File: src/rtl/ppmp6_pkg.sv
// ----------------------------------------------------------------------------
// PPM P6 header parser package
// Shared constants and types for the binary PPM header parser.
// ----------------------------------------------------------------------------
package ppmp6_pkg;

  localparam int unsigned DIM_BITS_DEF = 16;
  localparam int unsigned IMG_DIM_W    = 16;
  localparam int unsigned BYTE_W       = 8;
  localparam int unsigned KIND_W       = 2;
  localparam int unsigned OUT_DATA_W   = 2 * IMG_DIM_W + 3 * BYTE_W;

  localparam logic [BYTE_W-1:0] CH_P     = 8'h50;
  localparam logic [BYTE_W-1:0] CH_SIX   = 8'h36;
  localparam logic [BYTE_W-1:0] CH_HASH  = 8'h23;
  localparam logic [BYTE_W-1:0] CH_SPACE = 8'h20;
  localparam logic [BYTE_W-1:0] CH_LF    = 8'h0A;
  localparam logic [BYTE_W-1:0] CH_ZERO  = 8'h30;
  localparam logic [BYTE_W-1:0] CH_NINE  = 8'h39;

  typedef enum logic [3:0] {
    PH_MAGIC0  = 4'd0,
    PH_MAGIC1  = 4'd1,
    PH_SKIP1   = 4'd2,
    PH_CHECK   = 4'd3,
    PH_COMMENT = 4'd4,
    PH_WIDTH   = 4'd5,
    PH_HEIGHT  = 4'd6,
    PH_MAXVAL  = 4'd7,
    PH_PIXELS  = 4'd8
  } phase_e;

  typedef enum logic [KIND_W-1:0] {
    KIND_HEADER = 2'd0,
    KIND_PIXEL  = 2'd1,
    KIND_ERROR  = 2'd2
  } kind_e;

  typedef enum logic [1:0] {
    CI_RED   = 2'd0,
    CI_GREEN = 2'd1,
    CI_BLUE  = 2'd2
  } color_e;

endpackage

File: src/rtl/ppmp6_dec_acc.sv
// ----------------------------------------------------------------------------
// PPM P6 decimal accumulator
// Folds one ASCII byte into a saturating decimal value; the first non-digit
// ends the number and later bytes leave it unchanged.
// ----------------------------------------------------------------------------
module ppmp6_dec_acc #(
  parameter int unsigned DIM_BITS = ppmp6_pkg::DIM_BITS_DEF
) (
  input  logic [DIM_BITS-1:0]           acc_i,
  input  logic                          ended_i,
  input  logic [ppmp6_pkg::BYTE_W-1:0]  byte_i,
  output logic [DIM_BITS-1:0]           acc_o,
  output logic                          ended_o
);

  localparam int unsigned SUM_W = DIM_BITS + 4;

  logic              is_digit;
  logic [SUM_W-1:0]  acc_ext;
  logic [SUM_W-1:0]  digit_ext;
  logic [SUM_W-1:0]  sum;
  logic [SUM_W-1:0]  dim_max_ext;

  assign is_digit    = (byte_i >= ppmp6_pkg::CH_ZERO) && (byte_i <= ppmp6_pkg::CH_NINE);
  assign acc_ext     = SUM_W'(acc_i);
  assign digit_ext   = SUM_W'(byte_i - ppmp6_pkg::CH_ZERO);
  assign sum         = (acc_ext << 3) + (acc_ext << 1) + digit_ext;
  assign dim_max_ext = SUM_W'({DIM_BITS{1'b1}});

  always_comb begin
    acc_o   = acc_i;
    ended_o = ended_i;
    if (!ended_i) begin
      if (!is_digit) begin
        ended_o = 1'b1;
      end else if (sum > dim_max_ext) begin
        acc_o = {DIM_BITS{1'b1}};
      end else begin
        acc_o = sum[DIM_BITS-1:0];
      end
    end
  end

endmodule

File: src/rtl/ppm_p6_header_parser.sv
// ----------------------------------------------------------------------------
// PPM P6 header parser
// Parses a binary PPM stream byte by byte, reports the header and groups the
// pixel bytes into RGB beats.
//
//   Channel  Dir  tdata (low to high)                          tuser  tlast
//   s_axis   in   data_byte[7:0]                               -      -
//   m_axis   out  width[15:0] height[15:0] red green blue      kind   last_pixel
//
// A new input beat can be taken every cycle while s_axis_tready is high. A
// result appears on m_axis the cycle after the beat that causes it, held in
// a single output register. s_axis_tready drops only while that register is
// full and m_axis_tready is low. Reset returns the parser to waiting for the
// first magic byte with no pending result.
// ----------------------------------------------------------------------------
module ppm_p6_header_parser #(
  parameter int unsigned DIM_BITS = ppmp6_pkg::DIM_BITS_DEF
) (
  input  logic                              clk_i,
  input  logic                              rst_ni,
  input  logic                              s_axis_tvalid,
  output logic                              s_axis_tready,
  // data_byte[7:0]
  input  logic [ppmp6_pkg::BYTE_W-1:0]      s_axis_tdata,
  output logic                              m_axis_tvalid,
  input  logic                              m_axis_tready,
  // image_width[15:0], image_height[31:16], red[39:32], green[47:40], blue[55:48]
  output logic [ppmp6_pkg::OUT_DATA_W-1:0]  m_axis_tdata,
  // kind[1:0]
  output logic [ppmp6_pkg::KIND_W-1:0]      m_axis_tuser,
  output logic                              m_axis_tlast
);

  localparam int unsigned BW = ppmp6_pkg::BYTE_W;
  localparam int unsigned DW = ppmp6_pkg::IMG_DIM_W;

  ppmp6_pkg::phase_e  phase_q, phase_d;
  ppmp6_pkg::color_e  color_q, color_d;
  logic [DIM_BITS-1:0] width_q, width_d;
  logic [DIM_BITS-1:0] height_q, height_d;
  logic [DIM_BITS-1:0] col_q, col_d;
  logic [DIM_BITS-1:0] row_q, row_d;
  logic                ended_q, ended_d;
  logic [BW-1:0]       held_red_q, held_red_d;
  logic [BW-1:0]       held_green_q, held_green_d;

  logic [BW-1:0]       in_byte;
  logic                in_fire;

  logic [DIM_BITS-1:0] acc_in;
  logic                acc_ended_in;
  logic [DIM_BITS-1:0] acc_next;
  logic                acc_ended_next;

  logic                end_col;
  logic                end_row;
  logic                last_pix;
  logic                dims_zero;

  logic                res_valid;
  ppmp6_pkg::kind_e    res_kind;
  logic [DW-1:0]       res_width;
  logic [DW-1:0]       res_height;
  logic [BW-1:0]       res_red;
  logic [BW-1:0]       res_green;
  logic [BW-1:0]       res_blue;
  logic                res_last;

  logic                out_valid_q;
  ppmp6_pkg::kind_e    out_kind_q;
  logic [DW-1:0]       out_width_q;
  logic [DW-1:0]       out_height_q;
  logic [BW-1:0]       out_red_q;
  logic [BW-1:0]       out_green_q;
  logic [BW-1:0]       out_blue_q;
  logic                out_last_q;

  assign in_byte       = s_axis_tdata;
  assign s_axis_tready = !out_valid_q || m_axis_tready;
  assign in_fire       = s_axis_tvalid && s_axis_tready;

  assign end_col   = ({1'b0, col_q} + 1'b1) >= {1'b0, width_q};
  assign end_row   = ({1'b0, row_q} + 1'b1) >= {1'b0, height_q};
  assign last_pix  = end_col && end_row;
  assign dims_zero = (width_q == '0) || (height_q == '0);

  always_comb begin
    unique case (phase_q)
      ppmp6_pkg::PH_WIDTH: begin
        acc_in       = width_q;
        acc_ended_in = ended_q;
      end
      ppmp6_pkg::PH_HEIGHT: begin
        acc_in       = height_q;
        acc_ended_in = ended_q;
      end
      default: begin
        acc_in       = '0;
        acc_ended_in = 1'b0;
      end
    endcase
  end

  ppmp6_dec_acc #(
    .DIM_BITS (DIM_BITS)
  ) u_dec_acc (
    .acc_i   (acc_in),
    .ended_i (acc_ended_in),
    .byte_i  (in_byte),
    .acc_o   (acc_next),
    .ended_o (acc_ended_next)
  );

  // Next state of the parser.
  always_comb begin
    phase_d      = phase_q;
    color_d      = color_q;
    width_d      = width_q;
    height_d     = height_q;
    col_d        = col_q;
    row_d        = row_q;
    ended_d      = ended_q;
    held_red_d   = held_red_q;
    held_green_d = held_green_q;
    unique case (phase_q)
      ppmp6_pkg::PH_MAGIC0: begin
        held_red_d = in_byte;
        phase_d    = ppmp6_pkg::PH_MAGIC1;
      end
      ppmp6_pkg::PH_MAGIC1: begin
        if (held_red_q != ppmp6_pkg::CH_P || in_byte != ppmp6_pkg::CH_SIX) begin
          phase_d  = ppmp6_pkg::PH_MAGIC0;
          width_d  = '0;
          height_d = '0;
          ended_d  = 1'b0;
          col_d    = '0;
          row_d    = '0;
          color_d  = ppmp6_pkg::CI_RED;
        end else begin
          phase_d = ppmp6_pkg::PH_SKIP1;
        end
      end
      ppmp6_pkg::PH_SKIP1, ppmp6_pkg::PH_COMMENT: begin
        if (in_byte == ppmp6_pkg::CH_LF) begin
          phase_d = ppmp6_pkg::PH_CHECK;
        end
      end
      ppmp6_pkg::PH_CHECK: begin
        if (in_byte == ppmp6_pkg::CH_HASH) begin
          phase_d = ppmp6_pkg::PH_COMMENT;
        end else if (in_byte == ppmp6_pkg::CH_SPACE) begin
          phase_d  = ppmp6_pkg::PH_HEIGHT;
          width_d  = '0;
          height_d = '0;
          ended_d  = 1'b0;
        end else begin
          phase_d = ppmp6_pkg::PH_WIDTH;
          width_d = acc_next;
          ended_d = acc_ended_next;
        end
      end
      ppmp6_pkg::PH_WIDTH: begin
        if (in_byte == ppmp6_pkg::CH_SPACE) begin
          phase_d  = ppmp6_pkg::PH_HEIGHT;
          height_d = '0;
          ended_d  = 1'b0;
        end else begin
          width_d = acc_next;
          ended_d = acc_ended_next;
        end
      end
      ppmp6_pkg::PH_HEIGHT: begin
        if (in_byte == ppmp6_pkg::CH_LF) begin
          phase_d = ppmp6_pkg::PH_MAXVAL;
          ended_d = 1'b0;
        end else begin
          height_d = acc_next;
          ended_d  = acc_ended_next;
        end
      end
      ppmp6_pkg::PH_MAXVAL: begin
        if (in_byte == ppmp6_pkg::CH_LF) begin
          col_d   = '0;
          row_d   = '0;
          color_d = ppmp6_pkg::CI_RED;
          if (dims_zero) begin
            phase_d  = ppmp6_pkg::PH_MAGIC0;
            width_d  = '0;
            height_d = '0;
            ended_d  = 1'b0;
          end else begin
            phase_d = ppmp6_pkg::PH_PIXELS;
          end
        end
      end
      ppmp6_pkg::PH_PIXELS: begin
        unique case (color_q)
          ppmp6_pkg::CI_RED: begin
            held_red_d = in_byte;
            color_d    = ppmp6_pkg::CI_GREEN;
          end
          ppmp6_pkg::CI_GREEN: begin
            held_green_d = in_byte;
            color_d      = ppmp6_pkg::CI_BLUE;
          end
          default: begin
            color_d = ppmp6_pkg::CI_RED;
            if (last_pix) begin
              phase_d  = ppmp6_pkg::PH_MAGIC0;
              width_d  = '0;
              height_d = '0;
              ended_d  = 1'b0;
              col_d    = '0;
              row_d    = '0;
            end else if (end_col) begin
              col_d = '0;
              row_d = row_q + 1'b1;
            end else begin
              col_d = col_q + 1'b1;
            end
          end
        endcase
      end
      default: begin
        phase_d  = ppmp6_pkg::PH_MAGIC0;
        width_d  = '0;
        height_d = '0;
        ended_d  = 1'b0;
        col_d    = '0;
        row_d    = '0;
        color_d  = ppmp6_pkg::CI_RED;
      end
    endcase
  end

  // Result produced by the current byte.
  always_comb begin
    res_valid  = 1'b0;
    res_kind   = ppmp6_pkg::KIND_HEADER;
    res_width  = '0;
    res_height = '0;
    res_red    = '0;
    res_green  = '0;
    res_blue   = '0;
    res_last   = 1'b0;
    unique case (phase_q)
      ppmp6_pkg::PH_MAGIC1: begin
        if (held_red_q != ppmp6_pkg::CH_P || in_byte != ppmp6_pkg::CH_SIX) begin
          res_valid = 1'b1;
          res_kind  = ppmp6_pkg::KIND_ERROR;
        end
      end
      ppmp6_pkg::PH_MAXVAL: begin
        if (in_byte == ppmp6_pkg::CH_LF) begin
          res_valid  = 1'b1;
          res_kind   = ppmp6_pkg::KIND_HEADER;
          res_width  = DW'(width_q);
          res_height = DW'(height_q);
        end
      end
      ppmp6_pkg::PH_PIXELS: begin
        if (color_q == ppmp6_pkg::CI_BLUE) begin
          res_valid = 1'b1;
          res_kind  = ppmp6_pkg::KIND_PIXEL;
          res_red   = held_red_q;
          res_green = held_green_q;
          res_blue  = in_byte;
          res_last  = last_pix;
        end
      end
      default: begin
        res_valid = 1'b0;
      end
    endcase
  end

  always_ff @(posedge clk_i or negedge rst_ni) begin
    if (!rst_ni) begin
      phase_q      <= ppmp6_pkg::PH_MAGIC0;
      color_q      <= ppmp6_pkg::CI_RED;
      width_q      <= '0;
      height_q     <= '0;
      col_q        <= '0;
      row_q        <= '0;
      ended_q      <= 1'b0;
      held_red_q   <= '0;
      held_green_q <= '0;
    end else if (in_fire) begin
      phase_q      <= phase_d;
      color_q      <= color_d;
      width_q      <= width_d;
      height_q     <= height_d;
      col_q        <= col_d;
      row_q        <= row_d;
      ended_q      <= ended_d;
      held_red_q   <= held_red_d;
      held_green_q <= held_green_d;
    end
  end

  always_ff @(posedge clk_i or negedge rst_ni) begin
    if (!rst_ni) begin
      out_valid_q <= 1'b0;
    end else if (in_fire && res_valid) begin
      out_valid_q <= 1'b1;
    end else if (m_axis_tready) begin
      out_valid_q <= 1'b0;
    end
  end

  always_ff @(posedge clk_i) begin
    if (in_fire && res_valid) begin
      out_kind_q   <= res_kind;
      out_width_q  <= res_width;
      out_height_q <= res_height;
      out_red_q    <= res_red;
      out_green_q  <= res_green;
      out_blue_q   <= res_blue;
      out_last_q   <= res_last;
    end
  end

  assign m_axis_tvalid = out_valid_q;
  assign m_axis_tdata  = {out_blue_q, out_green_q, out_red_q, out_height_q, out_width_q};
  assign m_axis_tuser  = out_kind_q;
  assign m_axis_tlast  = out_last_q;

endmodule

File: config.mk
export PLATFORM = sky130hd
export DESIGN_NAME = ppm_p6_header_parser
export DESIGN_NICKNAME = d
export VERILOG_FILES = /design/src/rtl/ppmp6_pkg.sv /design/src/rtl/ppmp6_dec_acc.sv /design/src/rtl/ppm_p6_header_parser.sv
export SDC_FILE = /design/constraint.sdc
export NUM_CORES = 1
export LEC_CHECK = 0
export ABC_CLOCK_PERIOD_IN_PS = 21200
export BUFFER_PORTS_ARGS = -buffer_cell sky130_fd_sc_hd__buf_4
export CAP_MARGIN = 15
export CORE_MARGIN = 5
export CORE_UTILIZATION = 51
export CTS_CLUSTER_DIAMETER = 50
export CTS_CLUSTER_SIZE = 28
export DETAILED_ROUTE_END_ITERATION = 6
export PLACE_DENSITY = 0.7
export RECOVER_POWER = 50
export SLEW_MARGIN = 10
export SYNTH_ARGS = -nofsm -noshare
export SYNTH_HDL_FRONTEND = slang
export SYNTH_HIERARCHICAL = 1
export SYNTH_SLANG_ARGS = --single-unit
File: constraint.sdc
create_clock -name clk_i -period 21.2 [get_ports clk_i]
set_input_delay 2.12 -clock clk_i [delete_from_list [all_inputs] [get_ports clk_i]]
set_output_delay 2.12 -clock clk_i [all_outputs]
set_load 0.02 [all_outputs]
## Word level (Yosys, flattened, before mapping)

Cells that the tools add are included.
Widths: inputs -> output; s select.

- Flip-flop bits (word level): 147
- Latch bits: 0
- Bits in writable memories: 0
- ROM bits: 0
- Input bits: 12
- Output and inout bits: 61
- Word-level logic and storage cells: 155
- Memories kept: 0

- Add/sub/neg operators: 7
- Multipliers: 0
- Div/mod/pow operators: 0
- Magnitude comparators: 5
- Equality and inequality tests: 28
- Shift-type cells: 0
- Multiplexer cells: 64
- Bitwise gates (word level): 3
- Reduce and logical (&&, ||, !) cells: 31

Operators by type and width:

| kind | number |
|---|---|
| $mux 16 | 21 |
| $pmux 16 s4 | 2 |
| $pmux 16 s7 | 1 |
| $pmux 16 s6 | 1 |
| $add 16x1->17 const B | 2 |
| $ge 17x16->1 | 2 |
| $add 16x1->16 const B | 2 |
| $logic_not 16->1 | 2 |
| $pmux 16 s2 | 1 |
| $pmux 4 s8 | 1 |
| $mux 4 | 7 |
| $ne 2x2->1 const B | 11 |
| $add 19x17->20 | 1 |
| $add 20x20->20 | 1 |
| $gt 20x16->1 const B | 1 |
| $reduce_and 9->1 | 2 |
| $mux 1 | 17 |
| $eq 4x3->1 const B | 4 |
| $eq 8x6->1 const B | 2 |
| $pmux 8 s2 | 1 |
| $mux 2 | 6 |
| $sub 8x6->9 const B | 1 |
| $eq 4x2->1 const B | 2 |
| $eq 8x4->1 const B | 1 |
| 33 further kinds | 46 |

## Logic depth before layout (Yosys ltp)

- Depth in word-level cells: 11
- Gate-level depth with buffers: 20
- Mapped depth without buffers: 17

## Hierarchy

Netlist, hierarchy kept.

By module, submodules not included:

| module | instances | cells an instance | area each (µm²) | sequential area each (µm²) |
|---|---|---|---|---|
| ppm_p6_header_parser | 1 | 715 | 7656.1 | 3973.8 |
| ppmp6_dec_acc | 1 | 148 | 1421.4 | 0.0 |

## Least setup slack after synthesis

No wires, ideal clock.

- Path type: input-to-reg
- Start point: input s_axis_tdata[0] (netlist bit)
- End point: register out_last_q, in the netlist m_axis_tlast (enable)
- Library setup time: 0.586 ns
- Arrival: 7.402 ns
- Data required time: 20.614 ns
- Slack: 13.212 ns
- Cell stages on the path: 5
- Buffers on the path: 0
- Cell sequence: nor4b_4 -> nand4b_4 -> nor2_1 -> nor3_1 -> a311oi_1

- Cells in the longest elaborated chain, start to end: 5
- Elaborated cells between the ends (all ways): 7
- Those cells by class: 2 x eq/ne; 3 x mux; 2 x reduce/logical

RTL lines:

| what | RTL line | text |
|---|---|---|
| start, declared | ppm_p6_header_parser.sv:24 | `input logic [ppmp6_pkg::BYTE_W-1:0] s_axis_tdata,` |
| $ne 8x6->1 | ppm_p6_header_parser.sv:248 | `if (held_red_q != ppmp6_pkg::CH_P \|\| in_byte != ppmp6_pkg::CH_SIX) begin` |
| $logic_or 1x1->1 | ppm_p6_header_parser.sv:248 |  |
| $mux 1 | ppm_p6_header_parser.sv:248 |  |
| $pmux 1 s3 (*) | ppm_p6_header_parser.sv:246 | `unique case (phase_q)` |
| $logic_and 1x1->1 (*) | ppm_p6_header_parser.sv:312 | `if (in_fire && res_valid) begin` |
| end signal, assigned | ppm_p6_header_parser.sv:319 | `out_last_q <= res_last;` |
| end, declared | ppm_p6_header_parser.sv:76 | `logic out_last_q;` |

Mark *: on every way between the ends. The rest lies on a longest branch, timed or not.
A chain may end at the register's enable or synchronous reset.

## Final worst setup path

- Start point: input s_axis_tdata[4] (netlist bit)
- End point: register height_q[6]

- Cells in the longest elaborated chain, start to end: 8
- Elaborated cells between the ends (all ways): 23
- Those cells by class: 2 x add/sub; 3 x order compare; 8 x eq/ne; 7 x mux; 3 x reduce/logical

RTL lines:

| what | RTL line | text |
|---|---|---|
| $sub 8x6->9 | ppmp6_dec_acc.sv:26 | `assign digit_ext = SUM_W'(byte_i - ppmp6_pkg::CH_ZERO);` |
| $add 20x20->20 | ppmp6_dec_acc.sv:27 | `assign sum = (acc_ext << 3) + (acc_ext << 1) + digit_ext;` |
| $gt 20x16->1 | ppmp6_dec_acc.sv:36 | `end else if (sum > dim_max_ext) begin` |
| $mux 16 | ppmp6_dec_acc.sv:36 |  |
| $mux 16 (*) | ppmp6_dec_acc.sv:34 | `if (!is_digit) begin` |
| $mux 16 (*) | ppmp6_dec_acc.sv:33 | `if (!ended_i) begin` |
| net acc_next[6] | ppm_p6_header_parser.sv:52 | `logic [DIM_BITS-1:0] acc_next;` |
| $mux 16 (*) | ppm_p6_header_parser.sv:173 | `if (in_byte == ppmp6_pkg::CH_LF) begin` |
| $pmux 16 s7 (*) | ppm_p6_header_parser.sv:125 | `unique case (phase_q)` |
| end signal, assigned | ppm_p6_header_parser.sv:292 | `height_q <= height_d;` |
| end, declared | ppm_p6_header_parser.sv:40 | `logic [DIM_BITS-1:0] height_q, height_d;` |

Mark *: on every way through the listed nets, which the timed path passes. The rest lies on a longest branch. The select of a mux whose other input is x is not followed.

==> flow_summary.ini <==
[power_and_ir_drop]
clkPwrFrac = 0.386
p_sw_w = 0.000248
pwr-share-comb = 0.192
pwr-share-seq = 0.422
powerDensity_mw_per_mm2 = 81.6
total_power_w = 0.000837
ir_drop_v = 0.0000615
p_int_w = 0.000589
leakagePower_nw = 4.27
switching_share = 0.297

[yosys]
synth_cell_types = 77
synth_nets = 946
synth_area_leaders = dfrtp_1 (24%), edfxtp_1 (20%), ha_1 (7.7%)
ys.flop_type = dfrtp_1
ys_seq_area_frac = 0.438
yosys_warnings = 6
yosysTopAreaCell = dfrtp_1
synth_most_common_cell = dfrtp_1
avgSynthCellArea_sq_um = 10.5
synth_common_cells = dfrtp_1 (88), nand2_1 (78), edfxtp_1 (59)
synth_edf_count = 59
synth_seq_cells = 147
netlist_area_sq_mm = 0.00908
synth-async-reset-ratio = 0.599
yosys.area.top_type_share = 0.243
syn_inst = 863

[floorplanning]
num_io_pins = 73
initial_core_util = 0.523
dieHeight_um = 143
die_area_sq_mm = 0.0206
die_w_um = 143
rows = 48
core_sq_mm = 0.0174

[job]
drv_cap = 2

[clock_network]
htree_levels = 4
insertion_delay_ns = 0.43
clockBufferDepth = 2
cts_setup_buffers = 0
cts_resized = 0
postCtsHoldBufs = 0
clock_sinks = 147
numCtsBuffers = 17
clk_root_buffer_cell = clkbuf_16
clk_pin_slew_ns = 0.06
cts_tree = built

[grt]
grt_max_degree = 61
grtUsageTotal = 0.229
antenna_found_initial = 0
grt_pass1_vias = 6697
grt_pass1_wl_mm = 36.7
grt-ovfl-total = 0

[drt]
wl_per_cell_um = 19.8
num_vias = 7039
routed_wl_mm = 23.0
drc_errors = 0
avgViaCountPerCell = 6.04
drtIter0Drc = 640
ant_nets = 0
firstDrtPassIters = 7

[timing]
min_period_ns = 5.92
hold_viol = 0
final-setup-viol-count = 0
rsz0062_at_grt = false
setup_tns_ns = 0
worstMarginPinSlew_ns = 2.52
finalCritPeriodShare = 0.279
final.setup_skew_ns = 0.00870
fmax_ghz = 0.169
slew_viol_final = 91
max_slew_margin = -0.677

[min_path]
hp-start = held_green_q[7]
hold_path.class = flip-flop to flip-flop

[worst_setup_path]
crit_type = input port to flip-flop
cp_data_required_time_ns = 21.54
crit_start = s_axis_tdata[4]
critPathCaptureType = flip-flop
critPathSlowestCell = nor3_2
cp.arrival_ns = 6.26
slowest_delay_ns = 0.79
r2r-start = phase_q[0]
cpLargestDelayFamily = compound AO/OA/AOI/OAI gates
crit_buf_inv = 1
crit_chain = buf_4, ha_1, nor3_2, fa_1, ha_1, a21o_1, a21o_1, a221oi_4, and2_4, nor4_2, o211ai_4, o22a_1, nand2_1, mux2i_1
start_kind = input port
critPathMaxFanout = 16

[placed_design]
gp_congestion = 0.895
dp_hpwl_mm = 16.6
port_buffers = 72

[final_layout]
final_nets = 1011
area_growth_pct = 13.0
multi_input_area_sq_mm = 0.00476
seq_area_sq_mm = 0.00397
antenna_cells = 0
num-fill-cells = 1474
layout-drive-gt1-share = 0.118

[run_status]
outcome = finished, violations left
violations = max-capacitance violations, max-slew violations
## area by class of cell
cell class,count,share of cell area
repair buffers,83,0.0425
clock buffers,18,0.0418
clock inverters,14,0.0199
well taps,225,0.0274
flip-flops and latches,147,0.387
multi-input cells,632,0.464
inverters,47,0.0172
## final timing paths
kind	end	slack, ns	cells past startpoint
max	height_q[6]	15.28	14
min	held_green_q[7]	0.50	1
max reg2reg	width_q[11]	15.92	14
min reg2reg	held_green_q[7]	0.50	1
max in group asynchronous	color_q[0]	15.45	2
min in group asynchronous	col_q[0]	2.46	1
## stage by stage
| step | util | cells | worst slack (ns) | hold slack (ns) | cell area (sq um) |
|---|---|---|---|---|---|
| final | 0.591 | 1166 | 15.28 | 0.500 | 10300 |
| after global routing | 0.591 | 1166 | 14.46 | 0.508 | 10300 |
| after CTS | 0.603 | 1166 | 15.32 | 0.502 | 10500 |
| after detailed placement | 0.566 | 1134 | 14.88 | 0.488 | 9830 |
| after global placement | 0.566 | 1134 | 14.99 | 0.482 | 9830 |
| after floorplan | - | 863 | 13.21 | 0.472 | 9080 |
## power by group through the flow
stage	clock network [W]	logic (W)	registers (W)
global route	0.000341	0.000175	0.000357
detailed placement	0	0.000168	0.000358
global placement	0	0.000166	0.000357
CTS	0.000327	0.000169	0.000353
floorplan	0	0.000113	0.000364
finish	0.000323	0.000161	0.000353
## routing by layer
layer / routed length (um) / up-vias / global-route usage
met5: 0 / - / 0
li1: - / 3334 / -
met3: 1620 / 38 / 0.0413
met4: 576 / 0 / 0.0788
met2: 10700 / 263 / 0.357
met1: 10200 / 3404 / 0.325
## registers in the layout, summed over array words and instances (netlist names), 8 cells and up
signal        count
row_q            16
out_blue_q        8
out_red_q         8
width_q          16
out_height_q     16
out_width_q      16
held_red_q        8
col_q            16
held_green_q      8
out_green_q       8
height_q         16
## kinds of logic after synthesis
group | share of synthesized area
compound gates | 0.161
xor+xnor | 0.0405
buf+inv | 0.0402
flops | 0.438
mux | 0.0411
fa+ha+maj | 0.110
simple gates | 0.169
## cells in the final DEF (no fill, tap or decap), types with 21 or more instances in the layout
| master | count |
|---|---|
| nor2_1 | 34 |
| a22o_1 | 21 |
| inv_1 | 45 |
| ha_1 | 56 |
| nand2_1 | 78 |
| clkbuf_1 | 51 |
| o21ai_0 | 35 |
| nand3_1 | 27 |
| xnor2_1 | 25 |
| edfxtp_1 | 59 |
| a21oi_1 | 23 |
| nor3_1 | 42 |
| buf_4 | 32 |
| dfrtp_1 | 88 |
## worst reg2reg max path, stage by stage (launching register included)
cell and delay, ns:
dfrtp_1 0.61, nand2b_1 0.16, nor3b_1 0.49, inv_1 0.40, o21ai_0 0.65, fa_1 0.58
fa_1 0.49, a211oi_1 0.33, o21ai_1 0.20, nand2_1 0.15, a31oi_1 0.14, a21oi_4 0.21
o211ai_4 0.22, o22a_1 0.28, a22o_1 0.23
No activity file was read; power rests on OpenSTA's default activity.
